$ cat config.mk
export PLATFORM = sky130hd
export DESIGN_NAME = priority_task_queue_unit
export DESIGN_NICKNAME = d
export VERILOG_FILES = /design/src/design/ptq_pkg.sv /design/src/design/priority_task_queue_unit.sv /design/src/design/ptq_datapath.sv /design/src/design/ptq_ctrl.sv
export SDC_FILE = /design/constraint.sdc
export NUM_CORES = 2
export LEC_CHECK = 0
export BUFFER_PORTS_ARGS = -buffer_cell sky130_fd_sc_hd__buf_2
export CORE_MARGIN = 8
export CORE_UTILIZATION = 52
export CTS_BUF_LIST = sky130_fd_sc_hd__clkbuf_2
export DETAILED_ROUTE_END_ITERATION = 8
export PLACE_DENSITY_LB_ADDON = 0.12
export SYNTH_ARGS = -nofsm -noshare
export SYNTH_HDL_FRONTEND = slang
export SYNTH_SLANG_ARGS = --single-unit
$ cat constraint.sdc
create_clock -name clk -period 6.4 [get_ports clk]
set_input_delay 0.32 -clock clk [delete_from_list [all_inputs] [get_ports clk]]
set_output_delay 0.32 -clock clk [all_outputs]
set_load 0.005 [all_outputs]
$ cat src/design/ptq_pkg.sv
`timescale 1ns / 1ps
`default_nettype none

package ptq_pkg;

    localparam int QUEUE_DEPTH = 16;
    localparam int CNT_W       = $clog2(QUEUE_DEPTH + 1);
    localparam int IDX_W       = $clog2(QUEUE_DEPTH);
    localparam int FIELD5_W    = 5;

    localparam logic [1:0] MODE_INSERT = 2'd0;
    localparam logic [1:0] MODE_POP    = 2'd1;
    localparam logic [1:0] MODE_CANCEL = 2'd2;

    localparam logic [1:0] STATUS_OK    = 2'd0;
    localparam logic [1:0] STATUS_EMPTY = 2'd1;
    localparam logic [1:0] STATUS_FULL  = 2'd2;

    localparam logic [1:0] CFG_KIND_FIRST  = 2'd0;
    localparam logic [1:0] CFG_KIND_SECOND = 2'd1;

    localparam logic [4:0] KIND_FIRST_RESET  = 5'd13;
    localparam logic [4:0] KIND_SECOND_RESET = 5'd14;

    // priority sits in the lowest bits, as on the stream bus
    typedef struct packed {
        logic [7:0]  tag;
        logic [15:0] key;
        logic [4:0]  kind;
        logic [31:0] ts;
        logic [1:0]  prio;
    } entry_t;

    typedef struct packed {
        logic load;
        logic decode;
        logic ins_cmp;
        logic ins_apply;
        logic pop_apply;
        logic can_step;
        logic out_load;
    } cmd_t;

    typedef struct packed {
        logic [1:0] mode;
        logic       full;
        logic       empty;
        logic       cancel_done;
        logic       out_free;
    } stat_t;

    function automatic logic [FIELD5_W-1:0] to_field5(input logic [CNT_W-1:0] v);
        logic [CNT_W+FIELD5_W-1:0] w;
        w = {{FIELD5_W{1'b0}}, v};
        return w[FIELD5_W-1:0];
    endfunction

endpackage

`default_nettype wire

$ cat src/design/priority_task_queue_unit.sv
`timescale 1ns / 1ps
`default_nettype none

// Sorted task queue (16 entries, smaller priority first, then earlier
// timestamp, ties in arrival order). One request at a time, one response per
// request. An insert compares against all slots in parallel, then does one
// shift; a pop takes the head; a cancel runs a compaction loop over the N
// occupied entries, examining one entry per cycle. Unused mode, refused
// insert and empty pop go straight to the response. A new request is taken
// the cycle after the response is loaded into the output register, even if
// it is still unread.
module priority_task_queue_unit (
    input  wire logic        clk,
    input  wire logic        rst_n,
    input  wire logic        s_tvalid,
    output logic             s_tready,
    // [1:0] task_priority, [33:2] task_time, [38:34] task_kind,
    // [54:39] node_key, [62:55] task_tag, [63] zero
    input  wire logic [63:0] s_tdata,
    // [1:0] mode
    input  wire logic [1:0]  s_tuser,
    output logic             m_tvalid,
    input  wire logic        m_tready,
    // [1:0] out_priority, [33:2] out_time, [38:34] out_kind, [54:39] out_key,
    // [62:55] out_tag, [67:63] removed_count, [72:68] occupancy, [79:73] zero
    output logic [79:0]      m_tdata,
    // [1:0] status
    output logic [1:0]       m_tuser,
    input  wire logic        cfg_we,
    input  wire logic [1:0]  cfg_index,
    input  wire logic [4:0]  cfg_wdata
);

    ptq_pkg::cmd_t  cmd;
    ptq_pkg::stat_t stat;

    ptq_ctrl u_ctrl (
        .clk      (clk),
        .rst_n    (rst_n),
        .s_tvalid (s_tvalid),
        .s_tready (s_tready),
        .stat     (stat),
        .cmd      (cmd)
    );

    ptq_datapath u_datapath (
        .clk       (clk),
        .rst_n     (rst_n),
        .cmd       (cmd),
        .stat      (stat),
        .s_tdata   (s_tdata),
        .s_tuser   (s_tuser),
        .m_tvalid  (m_tvalid),
        .m_tready  (m_tready),
        .m_tdata   (m_tdata),
        .m_tuser   (m_tuser),
        .cfg_we    (cfg_we),
        .cfg_index (cfg_index),
        .cfg_wdata (cfg_wdata)
    );

endmodule

`default_nettype wire

$ cat src/design/ptq_datapath.sv
`timescale 1ns / 1ps
`default_nettype none

module ptq_datapath (
    input  wire logic                  clk,
    input  wire logic                  rst_n,
    input  wire ptq_pkg::cmd_t         cmd,
    output ptq_pkg::stat_t             stat,
    input  wire logic [63:0]           s_tdata,
    input  wire logic [1:0]            s_tuser,
    output logic                       m_tvalid,
    input  wire logic                  m_tready,
    output logic [79:0]                m_tdata,
    output logic [1:0]                 m_tuser,
    input  wire logic                  cfg_we,
    input  wire logic [1:0]            cfg_index,
    input  wire logic [4:0]            cfg_wdata
);

    localparam int D = ptq_pkg::QUEUE_DEPTH;

    ptq_pkg::entry_t              slot_reg [D];
    ptq_pkg::entry_t              slot_next [D];
    logic [ptq_pkg::CNT_W-1:0]    count_reg, count_next;
    logic [ptq_pkg::CNT_W-1:0]    remaining_reg;
    logic [ptq_pkg::CNT_W-1:0]    removed_reg;
    logic [D-1:0]                 stay_reg;
    ptq_pkg::entry_t              in_reg;
    logic [1:0]                   mode_reg;
    logic [1:0]                   status_reg;
    ptq_pkg::entry_t              popped_reg;
    logic [4:0]                   kind_first_reg, kind_second_reg;

    logic                         out_valid_reg;
    logic [72:0]                  out_data_reg;
    logic [1:0]                   out_status_reg;

    ptq_pkg::entry_t              head;
    logic                         head_hit;
    logic [ptq_pkg::CNT_W-1:0]    last_pos;
    logic [ptq_pkg::IDX_W-1:0]    last_idx;
    logic                         full, empty;

    assign full     = (count_reg == ptq_pkg::CNT_W'(D));
    assign empty    = (count_reg == '0);
    assign head     = slot_reg[0];
    assign head_hit = ((head.kind == kind_first_reg) || (head.kind == kind_second_reg))
                      && (head.key == in_reg.key);
    assign last_pos = count_reg - ptq_pkg::CNT_W'(1);
    assign last_idx = last_pos[ptq_pkg::IDX_W-1:0];

    assign stat.mode        = mode_reg;
    assign stat.full        = full;
    assign stat.empty       = empty;
    assign stat.cancel_done = (remaining_reg == '0);
    assign stat.out_free    = !out_valid_reg || m_tready;

    always_comb
    begin
        for (int i = 0; i < D; i++)
        begin
            slot_next[i] = slot_reg[i];
        end
        count_next = count_reg;
        if (cmd.ins_apply)
        begin
            for (int i = 0; i < D; i++)
            begin
                if (stay_reg[i])
                begin
                    slot_next[i] = slot_reg[i];
                end
                else if (i == 0)
                begin
                    slot_next[i] = in_reg;
                end
                else if (stay_reg[(i == 0) ? 0 : i - 1])
                begin
                    slot_next[i] = in_reg;
                end
                else
                begin
                    slot_next[i] = slot_reg[(i == 0) ? 0 : i - 1];
                end
            end
            count_next = count_reg + ptq_pkg::CNT_W'(1);
        end
        else if (cmd.pop_apply || cmd.can_step)
        begin
            for (int i = 0; i < D - 1; i++)
            begin
                slot_next[i] = slot_reg[i + 1];
            end
            if (cmd.pop_apply || head_hit)
            begin
                count_next = count_reg - ptq_pkg::CNT_W'(1);
            end
            else
            begin
                // kept entry rotates to the tail of the live region
                for (int i = 0; i < D; i++)
                begin
                    if (ptq_pkg::IDX_W'(i) == last_idx)
                    begin
                        slot_next[i] = head;
                    end
                end
            end
        end
    end

    always_ff @(posedge clk)
    begin
        for (int i = 0; i < D; i++)
        begin
            slot_reg[i] <= slot_next[i];
        end
        if (cmd.load)
        begin
            in_reg <= ptq_pkg::entry_t'(s_tdata[62:0]);
        end
        if (cmd.ins_cmp)
        begin
            for (int i = 0; i < D; i++)
            begin
                stay_reg[i] <= (ptq_pkg::CNT_W'(i) < count_reg) &&
                               !((in_reg.prio < slot_reg[i].prio) ||
                                 ((in_reg.prio == slot_reg[i].prio) &&
                                  (in_reg.ts < slot_reg[i].ts)));
            end
        end
        if (cmd.decode)
        begin
            popped_reg    <= '0;
            removed_reg   <= '0;
            remaining_reg <= count_reg;
            if ((mode_reg == ptq_pkg::MODE_INSERT) && full)
            begin
                status_reg <= ptq_pkg::STATUS_FULL;
            end
            else if ((mode_reg == ptq_pkg::MODE_POP) && empty)
            begin
                status_reg <= ptq_pkg::STATUS_EMPTY;
            end
            else
            begin
                status_reg <= ptq_pkg::STATUS_OK;
            end
        end
        if (cmd.pop_apply)
        begin
            popped_reg <= head;
        end
        if (cmd.can_step)
        begin
            remaining_reg <= remaining_reg - ptq_pkg::CNT_W'(1);
            if (head_hit)
            begin
                removed_reg <= removed_reg + ptq_pkg::CNT_W'(1);
            end
        end
        if (cmd.out_load)
        begin
            out_data_reg   <= {ptq_pkg::to_field5(count_reg),
                               ptq_pkg::to_field5(removed_reg), popped_reg};
            out_status_reg <= status_reg;
        end
    end

    always_ff @(posedge clk or negedge rst_n)
    begin
        if (!rst_n)
        begin
            count_reg       <= '0;
            mode_reg        <= ptq_pkg::MODE_INSERT;
            kind_first_reg  <= ptq_pkg::KIND_FIRST_RESET;
            kind_second_reg <= ptq_pkg::KIND_SECOND_RESET;
            out_valid_reg   <= 1'b0;
        end
        else
        begin
            count_reg <= count_next;
            if (cmd.load)
            begin
                mode_reg <= s_tuser;
            end
            if (cfg_we && (cfg_index == ptq_pkg::CFG_KIND_FIRST))
            begin
                kind_first_reg <= cfg_wdata;
            end
            if (cfg_we && (cfg_index == ptq_pkg::CFG_KIND_SECOND))
            begin
                kind_second_reg <= cfg_wdata;
            end
            if (cmd.out_load)
            begin
                out_valid_reg <= 1'b1;
            end
            else if (m_tready)
            begin
                out_valid_reg <= 1'b0;
            end
        end
    end

    assign m_tvalid = out_valid_reg;
    assign m_tdata  = {7'b0, out_data_reg};
    assign m_tuser  = out_status_reg;

endmodule

`default_nettype wire

$ cat src/design/ptq_ctrl.sv
`timescale 1ns / 1ps
`default_nettype none

module ptq_ctrl (
    input  wire logic           clk,
    input  wire logic           rst_n,
    input  wire logic           s_tvalid,
    output logic                s_tready,
    input  wire ptq_pkg::stat_t stat,
    output ptq_pkg::cmd_t       cmd
);

    typedef enum logic [2:0] {
        IDLE,
        DECODE,
        INS_CMP,
        INS_APPLY,
        POP,
        CAN_STEP,
        FINISH
    } state_t;

    state_t state_reg, state_next;
    logic   ready_reg;

    always_comb
    begin
        cmd        = '0;
        state_next = state_reg;
        cmd.load   = s_tvalid && ready_reg;
        unique case (state_reg)
            IDLE:
            begin
                if (cmd.load)
                begin
                    state_next = DECODE;
                end
            end
            DECODE:
            begin
                cmd.decode = 1'b1;
                if ((stat.mode == ptq_pkg::MODE_INSERT) && !stat.full)
                begin
                    state_next = INS_CMP;
                end
                else if ((stat.mode == ptq_pkg::MODE_POP) && !stat.empty)
                begin
                    state_next = POP;
                end
                else if (stat.mode == ptq_pkg::MODE_CANCEL)
                begin
                    state_next = CAN_STEP;
                end
                else
                begin
                    state_next = FINISH;
                end
            end
            INS_CMP:
            begin
                cmd.ins_cmp = 1'b1;
                state_next  = INS_APPLY;
            end
            INS_APPLY:
            begin
                cmd.ins_apply = 1'b1;
                state_next    = FINISH;
            end
            POP:
            begin
                cmd.pop_apply = 1'b1;
                state_next    = FINISH;
            end
            CAN_STEP:
            begin
                if (stat.cancel_done)
                begin
                    state_next = FINISH;
                end
                else
                begin
                    cmd.can_step = 1'b1;
                end
            end
            FINISH:
            begin
                if (stat.out_free)
                begin
                    cmd.out_load = 1'b1;
                    state_next   = IDLE;
                end
            end
            default:
            begin
                state_next = IDLE;
            end
        endcase
    end

    always_ff @(posedge clk or negedge rst_n)
    begin
        if (!rst_n)
        begin
            state_reg <= IDLE;
            ready_reg <= 1'b1;
        end
        else
        begin
            state_reg <= state_next;
            ready_reg <= (state_next == IDLE);
        end
    end

    assign s_tready = ready_reg;

endmodule

`default_nettype wire

==> impl_metrics.tcl <==
set metrics [dict create \
    initial_core_util_pct 52.23 \
    cts_sinks 1259 \
    fmax_mhz 203.9 \
    p_leak_nw 35.51 \
    cp.arrival_ns 6.18 \
    cp_slowest_stage_delay_ns 0.91 \
    finalNonFillerCells 9702 \
    cts-htree-levels 5 \
    status "finished clean" \
    rows 144 \
    fin_setup_tns_ns 0 \
    r2r-end "u_datapath.slot_reg[0][470]$_DFFE_PP_" \
    fill_cells 13120 \
    core_area_mm2 0.1535 \
    slew_violations 0 \
    area_growth_pct 9.320 \
    crit_chain "xor2_1 -> nor4_1 -> nand4_1 -> a21oi_2 -> buf_4 -> or4_4 -> buf_12 -> o221ai_1" \
    rsz0062_at_grt "no" \
    critical_path.max_fanout 65 \
    synth_warnings 0 \
    hp-class "primary input to asynchronous set/reset pin" \
    gp_congestion 0.8913 \
    die_x_um 408.7 \
    crit_path_start_kind "flop" \
    final_common_cell "edfxtp_1" \
    path_clk_slew_ns 0.12 \
    grt_max_degree 186 \
    r2r_start "u_datapath.in_reg[54]$_DFFE_PP_" \
    drt-vias-per-instance 6.683 \
    skew_ns 0.1845 \
    cts_tree "built" \
    finalNetCount 8034 \
    min_period_ns 4.905 \
    drive_above_1_share_pct 16.83 \
    hold_viol_final 0 \
    drc 0 \
    drtPass1Iterations 6 \
    tightest_slew_ns 1.352 \
    vias 64835 \
    finalCritPeriodShare_pct 76.64 \
    cp-end-kind "flop" \
    antenna_found_initial 9 \
    reg2reg_depth 8 \
    first_global_vias 62812 \
    cts_max_path_buffers 4 \
    syn_inst 7188 \
    avgSynthCellArea_um2 11.15 \
    io_pins 162 \
    numCtsBuffers 364 \
    vdd_drop_max_mv 0.4888 \
    place_inst 8864 \
    synth_edf_count 1232 \
    worstPathRequired_ns 7.68 \
    drt_iter0_drc 8832 \
    clk_latency_ns 1.74 \
    wire_per_inst_um 27.94 \
    grt_usage_pct 31.00 \
    synth_cell_types 70 \
    ff_latch_area_mm2 0.03766 \
    synth_flop_cell "edfxtp_1" \
    timing.slew.headroom_pct 9.698 \
    synth-seq-cells 1259 \
    wl_um 271100 \
    setup_violations 0 \
    seq_area_frac_synth_pct 46.97 \
    antenna_left 0 \
    largest_reg_flops 1008 \
    async_flop_share_pct 1.747 \
    root_buffer "clkbuf_2" \
    port_buffers 153 \
    final_cell_mix "edfxtp_1, mux2i_1, nand3_1" \
    dieArea_mm2 0.1670 \
    grt_pass1_wl_um 402200 \
    synthesis.area_mm2 0.08017 \
    cap_viol_max_count 0 \
    cellPowerDensity_mw_per_mm2 583.0 \
    overflow 0 \
    multiInputGateArea_mm2 0.03769 \
    cpMaxStageDelayCell "a21oi_2" \
    crit_type "flop to flop" \
    die_y_um 408.7 \
    reg2reg_slack_ns 1.50 \
    dpl.hpwl_um 167300 \
]
[critical path: cells and delay by family, from the launching register on]
| kind | cells | cell delay [ns] |
|---|---|---|
| AOI/OAI and AO/OA | 2 | 1.06 |
| xor gates and xnor gates | 1 | 0.27 |
| buffers and inverters | 2 | 0.68 |
| and+or+nand+nor | 3 | 1.59 |
| DFF | 1 | 0.79 |
[cell usage after synthesis, types with 62 or more instances]
cell type | n | share of area [%]
o221ai_2 | 210 | 3.9
or2_2 | 64 | 0.50
a21oi_1 | 232 | 1.4
nor2b_1 | 96 | 0.75
o211ai_1 | 80 | 0.75
nand2b_1 | 88 | 0.69
nand2_1 | 340 | 1.6
ha_1 | 537 | 8.4
a211oi_1 | 77 | 0.72
edfxtp_1 | 1232 | 46
buf_2 | 91 | 0.57
clkbuf_1 | 511 | 2.4
mux2i_1 | 822 | 10
o221a_2 | 62 | 0.87
inv_1 | 530 | 2.5
o21ai_0 | 207 | 1.3
o311ai_0 | 65 | 0.71
a21o_1 | 86 | 0.81
o221ai_1 | 487 | 5.3
nand4_1 | 71 | 0.55
nand3_1 | 780 | 4.9
nor2_1 | 116 | 0.54
[cell type report]
type,count,area share (%)
clock buffer,538,3.072
sequential,1259,42.96
multi-input combinational,4695,43.00
inverter,530,2.273
tap,2044,2.918
clock inverter,58,0.2884
timing repair buffer,569,5.456
antenna,9,0.02570
[worst max-delay path by stage]
stage	from	endpoint	slack (ns)	depth (start not counted)
global placement	u_datapath.in_reg[54]$_DFFE_PP_	u_datapath.slot_reg[0][462]$_DFFE_PP_	1.85	8
global route	u_datapath.in_reg[54]$_DFFE_PP_	u_datapath.slot_reg[0][462]$_DFFE_PP_	1.42	8
detailed placement	u_datapath.in_reg[54]$_DFFE_PP_	u_datapath.slot_reg[0][462]$_DFFE_PP_	1.78	8
floorplan	u_ctrl.state_reg[0]$_DFF_PN0_	u_datapath.slot_reg[0][100]$_DFFE_PP_	-0.10	7
CTS	u_datapath.in_reg[54]$_DFFE_PP_	u_datapath.slot_reg[0][470]$_DFFE_PP_	1.56	8
finish	u_datapath.in_reg[54]$_DFFE_PP_	u_datapath.slot_reg[0][470]$_DFFE_PP_	1.50	8
[per-layer routing]
metal	global-route usage (%)	routed length (um)	vias up
met4	12.54	11210	4
met1	43.53	113900	32007
met5	0	27	-
met3	6.263	26960	654
met2	47.02	119000	3625
li1	-	-	28545
[stage by stage]
step	worst slack (ns)	instance area (um^2)	power, mW	utilization (%)	hold WS [ns]
global placement	1.847	82330	43.66	53.64	0.4014
finish	1.495	87640	51.09	57.09	0.1554
floorplan	-0.1048	80190	36.19	-	0.02441
global route	1.423	87640	53.92	57.09	0.04714
detailed placement	1.783	82330	44.47	53.64	0.4045
CTS	1.561	87620	50.53	57.08	0.01089
[where the power goes]
group	leakage [nW]	internal (mW)	switching (mW)
combinational	21.4	9.17	17.3
sequential	11.8	15.7	3.04
clock	2.35	2.23	3.66
total	35.5	27.1	24.0
[cells by family (layout without fill, tap and decap cells)]
family,Yosys count,count (layout),share of synthesized area (%)
AO/OA/AOI/OAI,1591,1591,16.74
multiplexers,834,834,10.43
other,1,16,0.004677
buffers and inverters,1240,1695,6.439
AND/OR/NAND/NOR,1689,1689,10.62
flip-flops,1259,1259,46.97
adder cells (fa/ha/maj),537,537,8.381
XOR/XNOR,37,37,0.4136
[what timing repair did]
| action | in CTS | in global routing |
|---|---|---|
| endpoints found under the hold margin | 240 | 0 |
| setup buffers | 0 | 0 |
| hold buffers | 233 | 0 |
| resized for setup | 0 | 0 |
| endpoints found under the setup margin | 0 | 0 |
Note: power is estimated with default switching activity, not from simulation.
